File: src/design/csp_pkg.sv
// Types, constants and register map of the colour sensor classifier.
package csp_pkg;

    localparam int CSP_PERIOD_BITS = 20;
    localparam int CSP_VALUE_W     = 14;
    localparam int CSP_BIT_CNT_W   = 4;
    localparam logic [CSP_VALUE_W-1:0] CSP_DIVIDEND = 14'd10000;

    localparam int CSP_ADDR_W = 3;
    localparam int CSP_DATA_W = 32;

    localparam logic REG_DARK   = 1'b0;
    localparam logic REG_ORANGE = 1'b1;

    localparam logic [CSP_VALUE_W-1:0] CSP_DARK_RESET   = 14'd95;
    localparam logic [CSP_VALUE_W-1:0] CSP_ORANGE_RESET = 14'd110;

    localparam logic [1:0] CH_RED   = 2'd0;
    localparam logic [1:0] CH_BLUE  = 2'd1;
    localparam logic [1:0] CH_GREEN = 2'd2;
    localparam logic [1:0] CH_CLEAR = 2'd3;

    localparam logic [2:0] COLOR_NONE   = 3'd0;
    localparam logic [2:0] COLOR_ORANGE = 3'd1;
    localparam logic [2:0] COLOR_RED    = 3'd2;
    localparam logic [2:0] COLOR_GREEN  = 3'd3;
    localparam logic [2:0] COLOR_BLUE   = 3'd4;
    localparam logic [2:0] COLOR_YELLOW = 3'd5;

    typedef enum logic [1:0] {
        PH_WAIT_LOW  = 2'd0,
        PH_WAIT_HIGH = 2'd1,
        PH_CNT_LOW   = 2'd2,
        PH_CNT_HIGH  = 2'd3
    } t_phase;

    typedef enum logic [1:0] {
        ST_IDLE,
        ST_DIV,
        ST_EMIT
    } t_state;

endpackage

File: src/design/csp_if.sv
// Valid/ready channel interfaces for sensor samples and classifier results.
interface csp_in_if;
    logic valid;
    logic ready;
    logic sensor_level;

    modport source (output valid, output sensor_level, input ready);
    modport sink   (input valid, input sensor_level, output ready);
endinterface

interface csp_out_if;
    logic       valid;
    logic       ready;
    logic       filter_s2;
    logic       filter_s3;
    logic       scale_s0;
    logic       scale_s1;
    logic       color_valid;
    logic [2:0] color_code;

    modport source (output valid, output filter_s2, output filter_s3, output scale_s0,
                    output scale_s1, output color_valid, output color_code, input ready);
    modport sink   (input valid, input filter_s2, input filter_s3, input scale_s0,
                    input scale_s1, input color_valid, input color_code, output ready);
endinterface

File: src/design/color_sensor_period_classifier_top.sv
// Colour sensor classifier: one sensor sample word in per microsecond tick, one result word out
// per sample. The block steps the filter through red, blue, green and clear, times one full
// pulse period per filter and turns it into floor(10000/period) with a shared serial divider;
// after the clear channel it classifies the four values. A sample that does not close a period
// is answered in the next cycle. A sample that closes a period is accepted; the divider then
// forms the value (one quotient bit per cycle), which is stored and emitted. The block takes
// no new word while that work runs or while an unread result blocks the output register.
module color_sensor_period_classifier_top
    import csp_pkg::*;
#(
    parameter int PERIOD_BITS = CSP_PERIOD_BITS
) (
    input  logic                  i_clk,
    input  logic                  i_rst_n,
    csp_in_if.sink                i_in,
    csp_out_if.source             o_out,
    input  logic                  psel,
    input  logic                  penable,
    input  logic                  pwrite,
    input  logic [CSP_ADDR_W-1:0] paddr,
    input  logic [CSP_DATA_W-1:0] pwdata,
    output logic [CSP_DATA_W-1:0] prdata,
    output logic                  pready
);

    t_state                 r_state, n_state;
    t_phase                 r_phase, n_phase;
    logic [1:0]             r_chan, n_chan;
    logic [PERIOD_BITS-1:0] r_count, n_count;
    logic [PERIOD_BITS-1:0] count_inc;
    logic [CSP_VALUE_W-1:0] r_dark;
    logic [CSP_VALUE_W-1:0] r_orange;
    logic [CSP_VALUE_W-1:0] r_values [4];

    logic       r_out_valid, n_out_valid;
    logic       r_s2, n_s2;
    logic       r_s3, n_s3;
    logic       r_cvalid, n_cvalid;
    logic [2:0] r_code, n_code;

    logic                   accept;
    logic                   slot_free;
    logic                   div_start;
    logic                   div_done;
    logic [CSP_VALUE_W-1:0] div_quot;
    logic                   cls_hit;
    logic [2:0]             cls_code;

    csp_div #(.PERIOD_BITS(PERIOD_BITS)) u_div (
        .i_clk    (i_clk),
        .i_rst_n  (i_rst_n),
        .i_start  (div_start),
        .i_period (count_inc),
        .o_done   (div_done),
        .o_quot   (div_quot)
    );

    // Configuration port.
    assign pready = 1'b1;

    always_ff @(posedge i_clk) begin
        if (!i_rst_n) begin
            r_dark   <= CSP_DARK_RESET;
            r_orange <= CSP_ORANGE_RESET;
        end else if (psel && penable && pwrite) begin
            unique case (paddr[2])
                REG_DARK:   r_dark   <= pwdata[CSP_VALUE_W-1:0];
                REG_ORANGE: r_orange <= pwdata[CSP_VALUE_W-1:0];
                default:    ;
            endcase
        end
    end

    always_comb begin
        unique case (paddr[2])
            REG_DARK:   prdata = {{(CSP_DATA_W-CSP_VALUE_W){1'b0}}, r_dark};
            REG_ORANGE: prdata = {{(CSP_DATA_W-CSP_VALUE_W){1'b0}}, r_orange};
            default:    prdata = '0;
        endcase
    end

    // Classification of the four stored channel values.
    always_comb begin
        logic [CSP_VALUE_W-1:0] vr, vb, vg, vn;
        vr = r_values[CH_RED];
        vb = r_values[CH_BLUE];
        vg = r_values[CH_GREEN];
        vn = r_values[CH_CLEAR];
        cls_hit  = 1'b1;
        cls_code = COLOR_NONE;
        priority if (vn < r_dark) begin
            cls_code = COLOR_NONE;
        end else if (vr > vg && vr > vb && vb > vg) begin
            cls_code = (vn > r_orange) ? COLOR_ORANGE : COLOR_RED;
        end else if (vg > vr && vg > vb && vb > vr) begin
            cls_code = COLOR_GREEN;
        end else if (vb > vr && vb > vg && vg > vr) begin
            cls_code = COLOR_BLUE;
        end else if (vr > vg && vr > vb && vg > vb) begin
            cls_code = COLOR_YELLOW;
        end else begin
            cls_hit = 1'b0;
        end
    end

    assign slot_free   = !r_out_valid || o_out.ready;
    assign i_in.ready  = (r_state == ST_IDLE) && slot_free;
    assign accept      = i_in.valid && i_in.ready;
    assign count_inc   = ((r_phase == PH_CNT_LOW || r_phase == PH_CNT_HIGH) && r_count != '1)
                         ? r_count + 1'b1 : r_count;

    always_comb begin
        n_state     = r_state;
        n_phase     = r_phase;
        n_chan      = r_chan;
        n_count     = r_count;
        n_out_valid = r_out_valid && !o_out.ready;
        n_s2        = r_s2;
        n_s3        = r_s3;
        n_cvalid    = r_cvalid;
        n_code      = r_code;
        div_start   = 1'b0;

        unique case (r_state)
            ST_IDLE: begin
                if (accept) begin
                    n_count     = count_inc;
                    n_out_valid = 1'b1;
                    n_cvalid    = 1'b0;
                    n_code      = COLOR_NONE;
                    unique case (r_phase)
                        PH_WAIT_LOW: begin
                            if (!i_in.sensor_level) n_phase = PH_WAIT_HIGH;
                        end
                        PH_WAIT_HIGH: begin
                            if (i_in.sensor_level) begin
                                n_phase = PH_CNT_LOW;
                                n_count = '0;
                            end
                        end
                        PH_CNT_LOW: begin
                            if (!i_in.sensor_level) n_phase = PH_CNT_HIGH;
                        end
                        PH_CNT_HIGH: begin
                            if (i_in.sensor_level) begin
                                // Period closed: the result word waits for the divider.
                                n_phase     = PH_WAIT_LOW;
                                n_count     = '0;
                                n_out_valid = 1'b0;
                                div_start   = 1'b1;
                                n_state     = ST_DIV;
                            end
                        end
                        default: ;
                    endcase
                    n_s2 = n_chan[1];
                    n_s3 = n_chan[1] ^ n_chan[0];
                end
            end
            ST_DIV: begin
                if (div_done) n_state = ST_EMIT;
            end
            ST_EMIT: begin
                if (slot_free) begin
                    n_out_valid = 1'b1;
                    n_cvalid    = 1'b0;
                    n_code      = COLOR_NONE;
                    if (r_chan == CH_CLEAR) begin
                        n_chan   = CH_RED;
                        n_cvalid = cls_hit;
                        n_code   = cls_hit ? cls_code : COLOR_NONE;
                    end else begin
                        n_chan = r_chan + 1'b1;
                    end
                    n_s2    = n_chan[1];
                    n_s3    = n_chan[1] ^ n_chan[0];
                    n_state = ST_IDLE;
                end
            end
            default: n_state = ST_IDLE;
        endcase
    end

    always_ff @(posedge i_clk) begin
        if (!i_rst_n) begin
            r_state     <= ST_IDLE;
            r_phase     <= PH_WAIT_LOW;
            r_chan      <= CH_RED;
            r_count     <= '0;
            r_out_valid <= 1'b0;
        end else begin
            r_state     <= n_state;
            r_phase     <= n_phase;
            r_chan      <= n_chan;
            r_count     <= n_count;
            r_out_valid <= n_out_valid;
        end
    end

    always_ff @(posedge i_clk) begin
        r_s2     <= n_s2;
        r_s3     <= n_s3;
        r_cvalid <= n_cvalid;
        r_code   <= n_code;
        if (r_state == ST_DIV && div_done) r_values[r_chan] <= div_quot;
    end

    assign o_out.valid       = r_out_valid;
    assign o_out.filter_s2   = r_s2;
    assign o_out.filter_s3   = r_s3;
    assign o_out.scale_s0    = 1'b1;
    assign o_out.scale_s1    = 1'b0;
    assign o_out.color_valid = r_cvalid;
    assign o_out.color_code  = r_code;

endmodule

File: src/design/csp_div.sv
// Restoring shift-subtract divider: 10000 / period, one quotient bit a cycle.
module csp_div
    import csp_pkg::*;
#(
    parameter int PERIOD_BITS = CSP_PERIOD_BITS
) (
    input  logic                   i_clk,
    input  logic                   i_rst_n,
    input  logic                   i_start,
    input  logic [PERIOD_BITS-1:0] i_period,
    output logic                   o_done,
    output logic [CSP_VALUE_W-1:0] o_quot
);

    logic                     r_run;
    logic                     r_done;
    logic                     r_zero;
    logic [CSP_BIT_CNT_W-1:0] r_bit;
    logic [PERIOD_BITS-1:0]   r_rem;
    logic [PERIOD_BITS-1:0]   r_div;
    logic [CSP_VALUE_W-1:0]   r_quo;
    logic [PERIOD_BITS:0]     trial;
    logic [PERIOD_BITS:0]     diff;
    logic                     q_bit;

    assign trial = {r_rem, CSP_DIVIDEND[r_bit]};
    assign diff  = trial - {1'b0, r_div};
    assign q_bit = (trial >= {1'b0, r_div});

    always_ff @(posedge i_clk) begin
        if (!i_rst_n) begin
            r_run  <= 1'b0;
            r_done <= 1'b0;
        end else begin
            r_done <= 1'b0;
            if (i_start) begin
                r_run <= 1'b1;
            end else if (r_run && r_bit == '0) begin
                r_run  <= 1'b0;
                r_done <= 1'b1;
            end
        end
    end

    always_ff @(posedge i_clk) begin
        if (i_start) begin
            r_bit  <= CSP_BIT_CNT_W'(CSP_VALUE_W - 1);
            r_rem  <= '0;
            r_quo  <= '0;
            r_div  <= i_period;
            // A zero period or a saturated count reads as no signal.
            r_zero <= (i_period == '0) || (i_period == '1);
        end else if (r_run) begin
            r_bit <= r_bit - 1'b1;
            r_quo <= {r_quo[CSP_VALUE_W-2:0], q_bit};
            r_rem <= q_bit ? diff[PERIOD_BITS-1:0] : trial[PERIOD_BITS-1:0];
        end
    end

    assign o_done = r_done;
    assign o_quot = r_zero ? '0 : r_quo;

endmodule

File: src/flat_wrapper.sv
// flat-port wrapper written by rule: the top's interface ports become plain ports
module color_sensor_period_classifier_top_flat import csp_pkg::*;
#(
    parameter int PERIOD_BITS = CSP_PERIOD_BITS
)
  (i_clk, i_rst_n, psel, penable, pwrite, paddr, pwdata, prdata, pready, i_in_valid, i_in_sensor_level, i_in_ready, o_out_valid, o_out_filter_s2, o_out_filter_s3, o_out_scale_s0, o_out_scale_s1, o_out_color_valid, o_out_color_code, o_out_ready);
  csp_in_if i_in_i ();
  csp_out_if o_out_i ();
  input  logic i_clk;
  input  logic i_rst_n;
  input  logic psel;
  input  logic penable;
  input  logic pwrite;
  input  logic [CSP_ADDR_W-1:0] paddr;
  input  logic [CSP_DATA_W-1:0] pwdata;
  output logic [CSP_DATA_W-1:0] prdata;
  output logic pready;
  input wire logic [$bits(i_in_i.valid)-1:0] i_in_valid;
  input wire logic [$bits(i_in_i.sensor_level)-1:0] i_in_sensor_level;
  output wire logic [$bits(i_in_i.ready)-1:0] i_in_ready;
  output wire logic [$bits(o_out_i.valid)-1:0] o_out_valid;
  output wire logic [$bits(o_out_i.filter_s2)-1:0] o_out_filter_s2;
  output wire logic [$bits(o_out_i.filter_s3)-1:0] o_out_filter_s3;
  output wire logic [$bits(o_out_i.scale_s0)-1:0] o_out_scale_s0;
  output wire logic [$bits(o_out_i.scale_s1)-1:0] o_out_scale_s1;
  output wire logic [$bits(o_out_i.color_valid)-1:0] o_out_color_valid;
  output wire logic [$bits(o_out_i.color_code)-1:0] o_out_color_code;
  input wire logic [$bits(o_out_i.ready)-1:0] o_out_ready;
  assign i_in_i.valid = i_in_valid;
  assign i_in_i.sensor_level = i_in_sensor_level;
  assign i_in_ready = i_in_i.ready;
  assign o_out_valid = o_out_i.valid;
  assign o_out_filter_s2 = o_out_i.filter_s2;
  assign o_out_filter_s3 = o_out_i.filter_s3;
  assign o_out_scale_s0 = o_out_i.scale_s0;
  assign o_out_scale_s1 = o_out_i.scale_s1;
  assign o_out_color_valid = o_out_i.color_valid;
  assign o_out_color_code = o_out_i.color_code;
  assign o_out_i.ready = o_out_ready;
  color_sensor_period_classifier_top #(.PERIOD_BITS(PERIOD_BITS)) u_core (.i_clk(i_clk), .i_rst_n(i_rst_n), .i_in(i_in_i), .o_out(o_out_i), .psel(psel), .penable(penable), .pwrite(pwrite), .paddr(paddr), .pwdata(pwdata), .prdata(prdata), .pready(pready));
endmodule
File: config.mk
export PLATFORM = sky130hd
export DESIGN_NAME = color_sensor_period_classifier_top_flat
export DESIGN_NICKNAME = d
export VERILOG_FILES = /design/src/design/csp_pkg.sv /design/src/design/csp_if.sv /design/src/design/color_sensor_period_classifier_top.sv /design/src/design/csp_div.sv /design/src/flat_wrapper.sv
export SDC_FILE = /design/constraint.sdc
export NUM_CORES = 1
export LEC_CHECK = 0
export BUFFER_PORTS_ARGS = -buffer_cell sky130_fd_sc_hd__buf_4
export CAP_MARGIN = 15
export CORE_MARGIN = 2
export CORE_UTILIZATION = 40
export CTS_BUF_LIST = sky130_fd_sc_hd__clkbuf_8
export DETAILED_ROUTE_END_ITERATION = 6
export PLACE_DENSITY = 0.56
export SLEW_MARGIN = 20
export SYNTH_ARGS = -nofsm -noshare
export SYNTH_HDL_FRONTEND = slang
export SYNTH_SLANG_ARGS = --single-unit
File: constraint.sdc
create_clock -name i_clk -period 2.8 [get_ports i_clk]
set_input_delay 0.14 -clock i_clk [delete_from_list [all_inputs] [get_ports i_clk]]
set_output_delay 0.14 -clock i_clk [all_outputs]
set_load 0.02 [all_outputs]
==> results.sh, run 1 <==
export IMPL_max_stage_delay_ns=0.49
export IMPL_finClkSkew_ns=0.0136
export IMPL_netlist_area_um2=10300
export IMPL_whs_ns=0.0786
export IMPL_synth_warnings=0
export IMPL_hold_violations=0
export IMPL_status="completed"
export IMPL_gp_congestion=0.825
export IMPL_synth_edf_count=83
export IMPL_slowest_stage="or4_1"
export IMPL_layout_commonest_cell="nand2_1"
export IMPL_p_leak_nw=5.12
export IMPL_critPathBufInv=1
export IMPL_slew_limit_headroom_pct=49.1
export IMPL_cts_buffers=17
export IMPL_crit_family="simple AND/OR/NAND/NOR gates"
export IMPL_ant_nets=0
export IMPL_final_cell_mix="nand2_1, ha_1, inv_1"
export IMPL_grt_use_total_pct=17.4
export IMPL_fmax_mhz=379
export IMPL_dieWidth_um=164
export IMPL_cts_max_level=4
export IMPL_viasPerCell=5.08
export IMPL_finalNonFillerCells=1527
export IMPL_synth_cell_type_count=62
export IMPL_start_util_pct=40.8
export IMPL_power_mw=5.90
export IMPL_antenna_cells=0
export IMPL_grt_pass1_wl_um=37100
export IMPL_antenna_found_initial=0
export IMPL_layout_drive_gt1_share_pct=12.4
export IMPL_cp_data_arrival_time_ns=2.98
export IMPL_clk_latency_ns=0.47
export IMPL_ys_flop_type="dfxtp_1"
export IMPL_drt_initial_drc_count=406
export IMPL_seq_area_frac_synth_pct=42.8
export IMPL_grt_max_degree=31
export IMPL_wl_per_cell_um=15.1
export IMPL_vdd_drop_max_mv=0.328
export IMPL_syn2layout_area_growth_pct=14.4
export IMPL_fin_crit_ns=2.64
export IMPL_drc=0
export IMPL_pre_cts_ws_ns=0.112
export IMPL_die_area_um2=27100
export IMPL_critPathKind="register to register"
export IMPL_postSynthCellCount=1098
export IMPL_dr_pass1_iters=5
export IMPL_clock_tree_root_cell="clkbuf_8"
export IMPL_clkTransAtPathRegs_ns=0.10
export IMPL_rows=58
export IMPL_cp_end_kind="register"
export IMPL_worstMarginPinSlew_ns=0.759
export IMPL_hold_class="input port to register"
export IMPL_path_cells="inv_1 > ha_1 > o21ai_0 > or3_4 > nor2_2 > nand4_1 > mux2i_1 > or4_1 > nor4_2 > mux2_1"
export IMPL_cp_max_fo=4
export IMPL_fin_util_pct=46.7
export IMPL_setup_viol=0
export IMPL_cap_violations=0
export IMPL_cts_tree="yes"
export IMPL_dp_cells=1478
export IMPL_setup_ws_ns=0.164
export IMPL_cts_sinks=179
export IMPL_synth_seq_cells=179
export IMPL_postCtsSetupBuffers=0
export IMPL_die_h_um=164
export IMPL_report_final_slew_viol_count=0
export IMPL_totalWireLength_um=23000
export IMPL_startpoint_type="register"
export IMPL_p_per_area_nw_per_um2=500
export IMPL_core_area_um2=25300
export IMPL_place_hpwl_um=17300
export IMPL_grt_pass1_vias=7385
export IMPL_pin_count=86
export IMPL_fin_nets=1329
export IMPL_portBuffers=44
export IMPL_postSynthAreaPerCell_um2=9.38
export IMPL_crit_required_ns=3.14
export IMPL_vias=7756
export IMPL_period_share_pct=94.1
export IMPL_overflow=0
export IMPL_clk_path_buf_depth=2
export IMPL_async_flop_share_pct=0
[final cells by class]
cell class,count,area (µm²)
Fill cell,2496,13500
Timing Repair Buffer,106,838
Clock buffer,17,234
Inverter,100,375
Sequential cell,179,4420
Tap cell,330,413
Multi-Input combinational cell,780,5320
Clock inverter,15,194
[per-layer routing]
metal  global-route usage [%]  vias up  share of wire (%)
li1                         -     4030                  -
met1                     23.2     3622                 48
met2                     29.4       88                 49
met3                     2.69       16                2.3
met4                     4.66        0                1.3
met5                        0        -                  0
[cells in the mapped netlist, types with 7 or more instances]
cell type  instances  area, µm²
nand3_1           24        120
nor2b_1           23        144
buf_4             23        173
nor4_1             7       43.8
nand2_1          102        383
o21ai_0           61        305
inv_1             99        372
mux2i_1           32        320
nor3_1            15       75.1
a21oi_1           82        410
nand4_1           22        138
a21boi_0           9       67.6
xor2_1            14        123
edfxtp_1          83       2490
a22oi_1           19        143
clkbuf_1          30        113
nor2_1            78        293
and3_1             9       56.3
and2_1             7       43.8
xnor2_1           25        219
o211ai_1          14        105
dfxtp_1           96       1920
a21o_1            29        218
ha_1             101       1260
[through the flow]
step / instance area (µm²) / setup TNS (ns)
detailed placement: 11100 / 0
global route: 11800 / -0.0206
finish: 11800 / 0
CTS: 11700 / 0
global placement: 11100 / 0
floorplan: 10400 / 0
[kinds of logic (layout without fill, tap and decap cells)]
logic type | count (synthesis) | in the layout | synth area share (%)
AOI/OAI and AO/OA | 259 | 259 | 15.6
and+or+nand+nor | 323 | 323 | 15.5
other | 2 | 21 | 0.0729
xor gates and xnor gates | 39 | 39 | 3.32
buffers and inverters | 158 | 238 | 6.66
DFF | 179 | 179 | 42.8
adders and majority gates | 102 | 102 | 12.5
muxes | 36 | 36 | 3.55
[flip-flops by register name (all words and copies together), names as in the netlist]
| name | count |
|---|---|
| u_core.r_count | 20 |
| u_core.o_out.filter_s2 | 1 |
| u_core.o_out.filter_s3 | 1 |
| u_core.u_div.r_quo | 14 |
| u_core.r_state | 2 |
| u_core.r_dark | 14 |
| u_core.u_div.r_div | 20 |
| u_core.r_orange | 14 |
| u_core.o_out.color_valid | 1 |
| u_core.o_out.color_code | 3 |
| u_core.o_out.valid | 1 |
| u_core.r_values | 56 |
| u_core.u_div.o_done | 1 |
| u_core.r_phase | 2 |
| u_core.u_div.r_rem | 20 |
| u_core.u_div.r_run | 1 |
| u_core.r_chan | 2 |
| u_core.u_div.r_zero | 1 |
| u_core.u_div.trial | 1 |
| u_core.u_div.r_bit | 4 |
[tightest hold or removal path: stages]
cell and delay, ns:
buf_4 0.10, a21oi_1 0.07, nor2_1 0.08, nor2_1 0.04
nor2_1 0.07
[power breakdown]
part	leakage (nW)	total (mW)	switching, mW	internal (mW)
Combinational	3.38	0.963	0.533	0.431
Sequential	1.51	2.97	0.109	2.86
Clock	0.222	1.96	1.05	0.915
[what timing repair did]
item                                   CTS  global route
hold buffers                            17             0
endpoints found under the hold margin   28             0
gates resized for setup                  0            10
setup endpoints to repair                0            18
[path summary, 6_finish.rpt]
check | from | slack (ns) | depth (start not counted) | endpoint
worst max-delay path | u_core.r_phase[0] | 0.16 | 10 | u_core.u_div.r_zero
worst min-delay path | i_in_valid | 0.08 | 5 | u_core.o_out.valid
worst max register to register | u_core.r_phase[0] | 0.16 | 10 | u_core.u_div.r_zero
worst min register to register | u_core.r_dark[12] | 0.46 | 2 | u_core.r_dark[12]
Power figures use the tool's default switching activity.
==> run 2, diff against run 1 <==
Settings changed: PLACE_DENSITY 0.56 to not set, SYNTH_HIERARCHICAL set to 1.
==> run 2 against run 1 <==
Net effect:
- global-route usage fell by 0.76 points
- first-iteration DRC count rose by 0.25%
- power is 6.6% lower
- combinational power is 14% lower
- sequential power fell by 3%
- clock power decreased by 8%
- die area is 1.5% higher
- clock skew is 0.0029 ns lower
- flip-flop and latch count is the same
- synthesized cell count increased by 1.8%
- via count increased by 3.1%
- design area grew 0.36%
- largest power group unchanged
==> results.sh, run 2 <==
export IMPL_status="completed"
export IMPL_p_per_area_nw_per_um2=466
export IMPL_place_hpwl_um=16900
export IMPL_p_leak_nw=4.83
export IMPL_ys_flop_type="dfxtp_1"
export IMPL_drc=0
export IMPL_grt_pass1_vias=7636
export IMPL_nFillCells=2512
export IMPL_layout_drive_gt1_share_pct=12.7
export IMPL_postSynthCellCount=1118
export IMPL_portBuffers=44
export IMPL_viasPerCell=5.19
export IMPL_synth_warnings=6
export IMPL_drt_initial_drc_count=407
export IMPL_ys_top_cells_by_count="nand2_1, ha_1, inv_1"
export IMPL_clk_path_buf_depth=2
export IMPL_worstMarginPinSlew_ns=0.856
export IMPL_synth_area_leader_cell="edfxtp_1"
export IMPL_cap_violations=0
export IMPL_wl_per_cell_um=14.8
export IMPL_crit_family="compound AO/OA/AOI/OAI gates"
export IMPL_final_cell_mix="nand2_1, inv_1, ha_1"
export IMPL_gp_congestion=0.878
export IMPL_synth_seq_cells=179
export IMPL_path_cells="inv_1 > ha_1 > nor2b_1 > o2111ai_1 > a211oi_1 > o2111ai_1 > and3_4 > or3_1 > a311oi_1"
export IMPL_cp_end_kind="register"
export IMPL_cp_data_arrival_time_ns=3.04
export IMPL_grt_max_degree=42
export IMPL_cts_sinks=179
export IMPL_setup_viol=0
export IMPL_antenna_found_initial=0
export IMPL_syn2layout_area_growth_pct=13.1
export IMPL_cts_tree="yes"
export IMPL_min_to="u_core/o_out.valid"
export IMPL_vdd_drop_max_mv=0.377
export IMPL_cp_max_fo=13
export IMPL_critPathKind="register to register"
export IMPL_yosysMostFrequentCell="nand2_1"
export IMPL_hold_class="input port to register"
export IMPL_rr_worst_depth=9
export IMPL_startpoint_type="register"
export IMPL_power_mw=5.51
export IMPL_report_final_slew_viol_count=0
export IMPL_max_stage_delay_ns=0.45
export IMPL_whs_path_depth=4
export IMPL_fin_crit_ns=2.67
export IMPL_netlist_area_um2=10500
export IMPL_crit_required_ns=3.17
export IMPL_hold_path_startpoint="i_in_valid"
export IMPL_top_register="u_core/r_values"
export IMPL_crit_top_cell="o2111ai_1"
export IMPL_reg2reg_slack_ns=0.13
export IMPL_clkTransAtPathRegs_ns=0.10
export IMPL_layout_commonest_cell="nand2_1"
export IMPL_fin_nets=1338
export IMPL_postSynthAreaPerCell_um2=9.35
export IMPL_clock_tree_root_cell="clkbuf_8"
export IMPL_overflow=0
export IMPL_cts_max_level=4
export IMPL_slowest_stage="a211oi_1"
export IMPL_synth_edf_count=83
export IMPL_rows=59
export IMPL_grt_pass1_wl_um=37500
export IMPL_synth_area_leaders="edfxtp_1, dfxtp_1, ha_1"
export IMPL_die_h_um=166
export IMPL_die_area_um2=27500
export IMPL_seq_area_frac_synth_pct=42.2
export IMPL_fmax_mhz=374
export IMPL_fin_util_pct=45.8
export IMPL_clk_latency_ns=0.46
export IMPL_finClkSkew_ns=0.0107
export IMPL_worstReg2RegEnd="u_core/u_div/r_rem[4]"
export IMPL_core_area_um2=25800
export IMPL_dr_pass1_iters=5
export IMPL_vias=7993
export IMPL_pin_count=86
export IMPL_r2r_start="u_core/u_div/r_div[1]"
export IMPL_grt_use_total_pct=16.6
export IMPL_slew_limit_headroom_pct=42.8
export IMPL_ant_nets=0
export IMPL_critPathBufInv=1
export IMPL_start_util_pct=40.5
export IMPL_totalWireLength_um=22800
export IMPL_synth_cell_type_count=78
export IMPL_antenna_cells=0
export IMPL_cts_buffers=17
export IMPL_dieWidth_um=166
export IMPL_largest_reg_flops=56
export IMPL_hold_violations=0
export IMPL_async_flop_share_pct=0
export IMPL_yosys_area_top_type_share_pct=23.8
export IMPL_period_share_pct=95.4
## run 2: cell count changes in the layout (fill, tap and decap cells not counted), sizes merged, moves of 7 or more
cell    previous run  this run
a21oi             82        46
a311oi             0        11
nand4             24        32
a22oi             19         0
buf               89        82
a21o              29        20
mux2i             32        15
nand2            102       140
o21ai             62        49
a21boi             9        21
## run 2: report_power, final
| group | total, mW | leakage [nW] | internal, mW | switching, mW |
|---|---|---|---|---|
| sequential | 2.89 | 1.55 | 2.82 | 0.0684 |
| clock | 1.80 | 0.189 | 0.743 | 1.05 |
| combinational | 0.826 | 3.09 | 0.350 | 0.475 |
| total | 5.51 | 4.83 | 3.91 | 1.60 |
## run 2: cells by family after synthesis
logic type,Yosys count,synth area share (%)
muxes,17,1.65
buffers and inverters,159,6.81
AOI/OAI and AO/OA,236,15.2
adders and majority gates,102,12.3
other,2,0.0718
DFF,179,42.2
and+or+nand+nor,386,18.7
xor gates and xnor gates,37,3.10
## run 2: metal layers
layer  share of wire (%)  vias up  global-route usage, %
met3                 3.0       18                   2.70
met5                   0        -                      0
li1                    -     4092                      -
met4                 1.3        0                   4.69
met2                  50      117                   28.8
met1                  46     3766                   21.5
## run 2: worst register-to-register path: cells and delay by family (launching register included)
kind | cells | cell delay, ns
compound gates | 4 | 1.04
simple gates | 3 | 0.82
flops | 1 | 0.39
fa+ha+maj | 1 | 0.28
buf+inv | 1 | 0.06
## run 2: worst max-delay path by stage
stage / from / to / slack (ns) / cells after the start
final: u_core/u_div/r_div[1] / u_core/u_div/r_rem[4] / 0.13 / 9
after CTS: u_core/r_count[13] / u_core/u_div/r_zero / 0.11 / 9
after global routing: u_core/r_phase[0] / u_core/u_div/r_zero / -0.02 / 10
after floorplan: u_core/o_out.valid / u_core/u_div/r_rem[15] / 0.07 / 6
after global placement: u_core/r_count[1] / u_core/u_div/r_zero / 0.18 / 9
after detailed placement: u_core/r_count[1] / u_core/u_div/r_zero / 0.14 / 9
## run 2: layout make-up
cell class,instances,area (µm²),area share (%)
multi-input combinational,799,5460,46.2
sequential,179,4420,37.3
timing repair buffer,96,756,6.39
tap,335,419,3.54
inverter,100,375,3.17
clock buffer,17,234,1.98
clock inverter,15,165,1.40
## run 2: stage by stage
step / setup WS, ns / cell area (µm²) / hold WS, ns / setup TNS, ns / cells
after detailed placement: 0.142 / 11200 / 0.374 / 0 / 1491
after global routing: -0.0186 / 11800 / 0.0544 / -0.0186 / 1541
after CTS: 0.113 / 11700 / 0.00330 / 0 / 1537
final: 0.130 / 11800 / 0.0412 / 0 / 1541
after floorplan: 0.0707 / 10500 / 0.254 / 0 / 1137
after global placement: 0.175 / 11200 / 0.370 / 0 / 1491
## run 2: what timing repair did
| action | 4_1_cts | 5_1_grt |
|---|---|---|
| setup buffers | 0 | 4 |
| hold buffers | 14 | 0 |
| endpoints found under the setup margin | 0 | 1 |
| hold endpoints to repair | 28 | 0 |
| resized for setup | 0 | 12 |
